<file path="config.mk">
export PLATFORM = sky130hd
export DESIGN_NAME = yuyv_to_rgb_dimmed_unit
export DESIGN_NICKNAME = d
export VERILOG_FILES = /design/src/rtl/yrd_pkg.sv /design/src/rtl/yrd_pixel.sv /design/src/rtl/yuyv_to_rgb_dimmed_unit.sv
export SDC_FILE = /design/constraint.sdc
export NUM_CORES = 2
export LEC_CHECK = 0
export ABC_CLOCK_PERIOD_IN_PS = 17500
export BUFFER_PORTS_ARGS = -buffer_cell sky130_fd_sc_hd__buf_2
export CAP_MARGIN = 15
export CORE_MARGIN = 5
export CORE_UTILIZATION = 55
export DETAILED_ROUTE_END_ITERATION = 12
export GPL_ROUTABILITY_DRIVEN = 0
export PLACE_DENSITY = 0.82
export SYNTH_ARGS = -nofsm -noshare
export SYNTH_HDL_FRONTEND = slang
export SYNTH_SLANG_ARGS = --single-unit
</file>
<file path="constraint.sdc">
create_clock -name clk -period 17.5 [get_ports clk]
set_clock_uncertainty 0.2 [all_clocks]
set_input_delay 5.25 -clock clk [delete_from_list [all_inputs] [get_ports clk]]
set_output_delay 5.25 -clock clk [all_outputs]
set_load 0.01 [all_outputs]
</file>
<file path="src/rtl/yrd_pkg.sv">
// shared types, coefficients and helper functions for the yuyv to rgb converter
package yrd_pkg;

	localparam int unsigned ProdW  = 26;
	localparam int unsigned WholeW = ProdW - 16;
	localparam int unsigned ScaleW = 17;
	localparam int unsigned GainW  = 9;

	localparam logic [GainW-1:0] GainReset = 9'd220;

	localparam logic signed [ProdW-1:0] CoefKr  = 26'sd89831;
	localparam logic signed [ProdW-1:0] CoefKgv = 26'sd45744;
	localparam logic signed [ProdW-1:0] CoefKgu = 26'sd22127;
	localparam logic signed [ProdW-1:0] CoefKb  = 26'sd113538;

	typedef struct packed {
		logic signed [ProdW-1:0] kr_v;
		logic signed [ProdW-1:0] kgv_v;
		logic signed [ProdW-1:0] kgu_u;
		logic signed [ProdW-1:0] kb_u;
	} prod_t;

	typedef struct packed {
		logic [7:0] blue;
		logic [7:0] green;
		logic [7:0] red;
	} rgb_t;

	typedef struct packed {
		logic [ScaleW-1:0] blue;
		logic [ScaleW-1:0] green;
		logic [ScaleW-1:0] red;
	} scaled_t;

	function automatic logic [7:0] clamp8(input logic signed [WholeW-1:0] whole);
		logic [7:0] res;
		if (whole < 0) begin
			res = 8'd0;
		end else if (whole > 10'sd255) begin
			res = 8'd255;
		end else begin
			res = whole[7:0];
		end
		return res;
	endfunction

	function automatic logic [7:0] sat8(input logic [ScaleW-1:0] prod);
		logic [7:0] res;
		if (prod[ScaleW-1]) begin
			res = 8'd255;
		end else begin
			res = prod[ScaleW-2:8];
		end
		return res;
	endfunction

endpackage

</file>
<file path="src/rtl/yrd_pixel.sv">
// per-pixel color sums, floor and clamp, gain multiply and saturation (stages 2 to 4)
module yrd_pixel (
	input  logic                        clk,
	input  logic                        en,
	input  logic [7:0]                  luma,
	input  yrd_pkg::prod_t              prod,
	input  logic [yrd_pkg::GainW-1:0]   gain,
	output yrd_pkg::rgb_t               rgb
);

	logic signed [yrd_pkg::ProdW-1:0] base;
	logic signed [yrd_pkg::ProdW-1:0] sum_r;
	logic signed [yrd_pkg::ProdW-1:0] sum_g;
	logic signed [yrd_pkg::ProdW-1:0] sum_b;
	logic [yrd_pkg::ScaleW-1:0]       gain_x;

	yrd_pkg::rgb_t    clamp_s2;
	yrd_pkg::scaled_t scaled_s3;
	yrd_pkg::rgb_t    rgb_s4;

	assign base  = $signed({2'b00, luma, 16'h0000});
	assign sum_r = base + prod.kr_v;
	assign sum_g = base - prod.kgv_v - prod.kgu_u;
	assign sum_b = base + prod.kb_u;

	assign gain_x = {{(yrd_pkg::ScaleW-yrd_pkg::GainW){1'b0}}, gain};

	// floor is the arithmetic drop of the 16 fraction bits
	always_ff @(posedge clk) begin
		if (en) begin
			clamp_s2.red   <= yrd_pkg::clamp8(sum_r[yrd_pkg::ProdW-1:16]);
			clamp_s2.green <= yrd_pkg::clamp8(sum_g[yrd_pkg::ProdW-1:16]);
			clamp_s2.blue  <= yrd_pkg::clamp8(sum_b[yrd_pkg::ProdW-1:16]);
			scaled_s3.red   <= {{(yrd_pkg::ScaleW-8){1'b0}}, clamp_s2.red} * gain_x;
			scaled_s3.green <= {{(yrd_pkg::ScaleW-8){1'b0}}, clamp_s2.green} * gain_x;
			scaled_s3.blue  <= {{(yrd_pkg::ScaleW-8){1'b0}}, clamp_s2.blue} * gain_x;
			rgb_s4.red   <= yrd_pkg::sat8(scaled_s3.red);
			rgb_s4.green <= yrd_pkg::sat8(scaled_s3.green);
			rgb_s4.blue  <= yrd_pkg::sat8(scaled_s3.blue);
		end
	end

	assign rgb = rgb_s4;

endmodule

</file>
<file path="src/rtl/yuyv_to_rgb_dimmed_unit.sv">
// top level: yuyv 4:2:2 macropixel to two dimmed rgb888 pixels
// One macropixel is taken per clock unless halted, and two RGB pixels come out after
// chroma products, sum with floor and clamp, gain multiply, saturation. The whole
// pipeline moves together and halts only while the output holds a transfer that
// is not taken, so s_tready follows m_tready directly. output_gain resets to 220,
// is taken on cfg_valid every cycle and should be written while the pipeline is empty.
module yuyv_to_rgb_dimmed_unit (
	input  logic                       clk,
	input  logic                       arst_n,
	input  logic                       cfg_valid,
	output logic                       cfg_ready,
	input  logic [yrd_pkg::GainW-1:0]  cfg_data,   // output_gain
	input  logic                       s_tvalid,
	output logic                       s_tready,
	input  logic [31:0]                s_tdata,    // luma_first, chroma_blue, luma_second, chroma_red
	input  logic                       s_tlast,    // frame_end_in
	output logic                       m_tvalid,
	input  logic                       m_tready,
	output logic [47:0]                m_tdata,    // red_first, green_first, blue_first,
	                                               // red_second, green_second, blue_second
	output logic                       m_tlast     // frame_end_out
);

	logic                             en;
	logic [yrd_pkg::GainW-1:0]        gain_q;
	logic signed [yrd_pkg::ProdW-1:0] du;
	logic signed [yrd_pkg::ProdW-1:0] dv;

	yrd_pkg::prod_t prod_s1;
	logic [7:0]     luma0_s1;
	logic [7:0]     luma1_s1;
	logic           vld_s1, vld_s2, vld_s3, vld_s4;
	logic           last_s1, last_s2, last_s3, last_s4;
	yrd_pkg::rgb_t  rgb0;
	yrd_pkg::rgb_t  rgb1;

	assign en        = !vld_s4 || m_tready;
	assign s_tready  = en;
	assign cfg_ready = 1'b1;

	always_ff @(posedge clk or negedge arst_n) begin
		if (!arst_n) begin
			gain_q <= yrd_pkg::GainReset;
		end else if (cfg_valid) begin
			gain_q <= cfg_data;
		end
	end

	always_ff @(posedge clk or negedge arst_n) begin
		if (!arst_n) begin
			vld_s1 <= 1'b0;
			vld_s2 <= 1'b0;
			vld_s3 <= 1'b0;
			vld_s4 <= 1'b0;
		end else if (en) begin
			vld_s1 <= s_tvalid;
			vld_s2 <= vld_s1;
			vld_s3 <= vld_s2;
			vld_s4 <= vld_s3;
		end
	end

	// chroma offsets from 128
	assign du = $signed({{(yrd_pkg::ProdW-8){1'b0}}, s_tdata[15:8]}) - 26'sd128;
	assign dv = $signed({{(yrd_pkg::ProdW-8){1'b0}}, s_tdata[31:24]}) - 26'sd128;

	always_ff @(posedge clk) begin
		if (en) begin
			prod_s1.kr_v  <= dv * yrd_pkg::CoefKr;
			prod_s1.kgv_v <= dv * yrd_pkg::CoefKgv;
			prod_s1.kgu_u <= du * yrd_pkg::CoefKgu;
			prod_s1.kb_u  <= du * yrd_pkg::CoefKb;
			luma0_s1 <= s_tdata[7:0];
			luma1_s1 <= s_tdata[23:16];
			last_s1  <= s_tlast;
			last_s2  <= last_s1;
			last_s3  <= last_s2;
			last_s4  <= last_s3;
		end
	end

	yrd_pixel u_pixel0 (
		.clk  (clk),
		.en   (en),
		.luma (luma0_s1),
		.prod (prod_s1),
		.gain (gain_q),
		.rgb  (rgb0)
	);

	yrd_pixel u_pixel1 (
		.clk  (clk),
		.en   (en),
		.luma (luma1_s1),
		.prod (prod_s1),
		.gain (gain_q),
		.rgb  (rgb1)
	);

	assign m_tvalid = vld_s4;
	assign m_tlast  = last_s4;
	assign m_tdata  = {rgb1.blue, rgb1.green, rgb1.red, rgb0.blue, rgb0.green, rgb0.red};

endmodule

</file>
### Word-level counts from Yosys, hierarchy flattened

Cells that the tools add are included.

* flip-flop bits (word level): 330
* bits of input ports: 47
* output and inout port bits: 52
* word-level logic and storage cells: 73

* $add $sub $neg: 10
* multiply operators: 10
* $lt $le $gt $ge: 12
* multiplexer cells: 6
* reductions and logical operators: 2

Operators by type and width (number)
* $add 25x26->26: 4
* $mul 8x9->17: 6
* $gt 10x9->1 const B: 6
* $lt 10x1->1 const B: 6
* $sub 25x26->26: 2
* $sub 26x26->26: 2
* $mux 8: 6
* $mul 9x18->26 const B: 1
* $mul 9x16->25 const B: 1
* $mul 9x17->25 const B: 1
* $mul 9x13->22 const B: 1
* $sub 8x8->9 const B: 2
* $logic_not 1->1: 1
* $logic_or 1x1->1: 1

### Longest topological paths before layout

* depth after elaboration: 4
* depth in mapped cells: 20
* mapped depth without buffers: 20

### By module

Synthesis repeated with hierarchy kept, for this count alone.

* cells, all modules: 3381
* area total of the unflattened synthesis: 34919.7 µm²

By module, submodules not included
* yuyv_to_rgb_dimmed_unit: instances 1, cells each 1156, area each 12997.5 µm²
* yrd_pixel at u_pixel0: instances 1, cells each 1112, area each 10990.5 µm²
* yrd_pixel at u_pixel1: instances 1, cells each 1113, area each 10931.7 µm²

### Worst setup path after synthesis

No wires, ideal clock.

* path type: input -> output
* from: in m_tready
* to: out s_tready
* arrival time: 11.083 ns
* setup slack: 0.967 ns
* stages: 1
* cell sequence: nand2b_1

* longest elaborated chain between the ends: 1

RTL lines
* start: declaration: RTL line yuyv_to_rgb_dimmed_unit.sv:18 `input logic m_tready,`
* $logic_or 1x1->1: RTL line yuyv_to_rgb_dimmed_unit.sv:37 `assign en = !vld_s4 || m_tready;`
* end: declaration: RTL line yuyv_to_rgb_dimmed_unit.sv:14 `output logic s_tready,`

Every way passes these cells.

### Worst setup path after layout

Ends and elaborated chain as after synthesis.

==> metrics.txt <==
status completed; CP max-delay cell nand2b_4; Seq/Total Area, Yosys 23.0%; Hold Path Origin last_s2; first-pass GRT wire length 109 mm; Setup Crit Path Kind input pin to primary output; H-tree depth 1; fmax 0.0870 GHz; die span in y 252 um; drt drc 0; Synth Cell Area 32300 um^2; final setup TNS 0 ns; Vias 21800; relative slew slack 35.7%; Synth warnings 0; Max Cap Violations 0; final WL 63.6 mm; period utilization 65.7%; Distinct cells, synth 68; placed cell count 3983; gr usage total 20.4%; cts repair resizes 0; R2R setup slack 11.89 ns; Root Buffer clkbuf_16; nets@finish 4215; clk buf depth 3; CP Launch Point m_tready; CP Capture Type primary output; cts hold-fix bufs 0; mean post-synth cell area 10.1 um^2; top area cells in the synthesized netlist fa_1 24%, edfxtp_1 22%, ha_1 21%; crit start category input pin; antenna violations before repair 0; # port buffers 97; CP most frequent cell buf_2; area leader, netlist fa_1; CTS buffer count 31; CP max stage delay 0.43 ns; Final Hold Viols 0; Worst Reg2Reg Path Length in Cells 17; Post-Place Worst Slack 5.98 ns; Critical Path Stages 3; Slew Viols, Final 0; number of antenna repair diodes 0; Worst Path Required 12.05 ns; Synth top cells by count 628 x inv_1, 530 x ha_1, 387 x fa_1; Mapped Cells 3186; RSZ-0062 raised after global routing no; crit-path cells buf_2 -> nand2b_4 -> buf_2; CP top delay family simple AND/OR/NAND/NOR gates; die area 63700 um^2; syn_nets 4150; wire length per cell 15.7 um; Clock Latency Late Sink 0.61 ns; largest net degree at the start of global routing 136; CTS clk-pin slew, worst paths 0.06 ns; vias in the first global route 22700; Ports 99; Die W 252 um; top-area cell type share of the netlist area 24.0%; RR Endpoint u_pixel0.scaled_s3[15]; Period minus WS final 11.49 ns; gr ovfl total 0; Worst-Margin Slew 0.964 ns; clock sinks 250; first-pass iteration count of the detailed router 5; CTS tree done; WHS 0.218 ns; most common flop cell mapped by yosys edfxtp_1; area of the core 57900 um^2; Post-CTS Setup Bufs 0; CP endpoint s_tready; remaining antenna violation count 0; row count 88; count leader, synth inv_1; asr flop ratio synth 5.20%; EDFF count, synth 237; FF-to-FF Start gain_q[4]; # setup viols final 0; final setup margin 6.01 ns; WP buf/inv 2; post-route insts no fill 4041; register bit total from synthesis 250; share of layout cells above drive strength 1 7.14%; Area growth syn-to-layout 6.93%; Worst EP arrival 6.04 ns; Initial Util 55.8%; via-per-instance ratio 5.40; 1st-iter DRT viols 1065; hold crit path type flip-flop to flip-flop; Detailed Place HPWL 50.1 mm; worst-path fanout max 34
## cells by family after synthesis
kind of cell	after synthesis	share of synthesized area [%]
DFF	250	23.0
and+or+nand+nor	771	12.1
AOI/OAI and AO/OA	392	7.99
xor gates and xnor gates	137	3.71
adders and majority gates	917	44.5
other	1	0.0116
muxes	13	0.453
buffers and inverters	705	8.20
## per-stage QoR
step | cell area [um^2] | util [%]
floorplan | 32300 | -
global placement | 33600 | 58.0
detailed placement | 33600 | 58.0
CTS | 34600 | 59.7
global route | 34600 | 59.7
finish | 34600 | 59.7
## layout make-up
type	instances	area, um^2
Clock buffer	35	791
Clock inverter	23	195
Fill cell	4792	23300
Inverter	629	2360
Multi-Input combinational cell	2231	22200
Sequential cell	250	7450
Tap cell	765	957
Timing Repair Buffer	108	581
## cells in the final DEF, fill, tap and decap left out, types with 29 or more instances in the layout
master,n
a211oi_1,48
a21o_1,49
a21oi_1,120
and2_1,205
and3_1,31
buf_2,97
clkbuf_16,31
edfxtp_1,237
fa_1,387
ha_1,530
inv_1,628
nand2_1,254
nand3_1,33
nor2_1,85
nor3_1,41
o21ai_0,29
or2_2,58
xnor2_1,92
xor2_1,45
## state kept, by name, summed over array words and instances (netlist names)
| name | flops |
|---|---|
| u_pixel0.scaled_s3 | 27 |
| m_tlast | 1 |
| last_s3 | 1 |
| u_pixel1.rgb | 24 |
| gain_q | 9 |
| luma1_s1 | 8 |
| u_pixel1.clamp_s2 | 24 |
| u_pixel1.scaled_s3 | 27 |
| u_pixel0.clamp_s2 | 24 |
| vld_s1 | 1 |
| last_s1 | 1 |
| last_s2 | 1 |
| m_tvalid | 1 |
| vld_s3 | 1 |
| u_pixel0.rgb | 24 |
| vld_s2 | 1 |
| luma0_s1 | 8 |
| prod_s1 | 67 |
## metal layers
layer  share of wire (%)  routed length [um]  track usage, %  vias up
met3                 5.0                3170            2.69      105
met2                  49               31100            35.3      469
li1                    -                   -               -    10600
met1                  43               27600            27.4    10700
met4                 2.8                1770            5.49        0
met5                   0                   0               0        -
## worst reg2reg max path: cells and delay by family (launching register included)
kind / cells / cell delay [ns]
AND/OR/NAND/NOR: 3 / 0.32
AO/OA/AOI/OAI: 4 / 1.15
adder cells (fa/ha/maj): 5 / 2.46
XOR/XNOR: 1 / 0.07
flip-flops: 1 / 0.51
buffers and inverters: 4 / 0.64
## how the worst min path moves through the flow
stage,slack [ns],depth (start not counted),endpoint
after floorplan,0.20,0,last_s2
after global placement,0.20,0,last_s2
after detailed placement,0.20,0,last_s3
after CTS,0.22,0,last_s3
after global routing,0.23,0,last_s3
final,0.22,0,last_s3
Power is not shown: default switching activity piles up to over one toggle a cycle in this logic, so the estimate is an artifact.
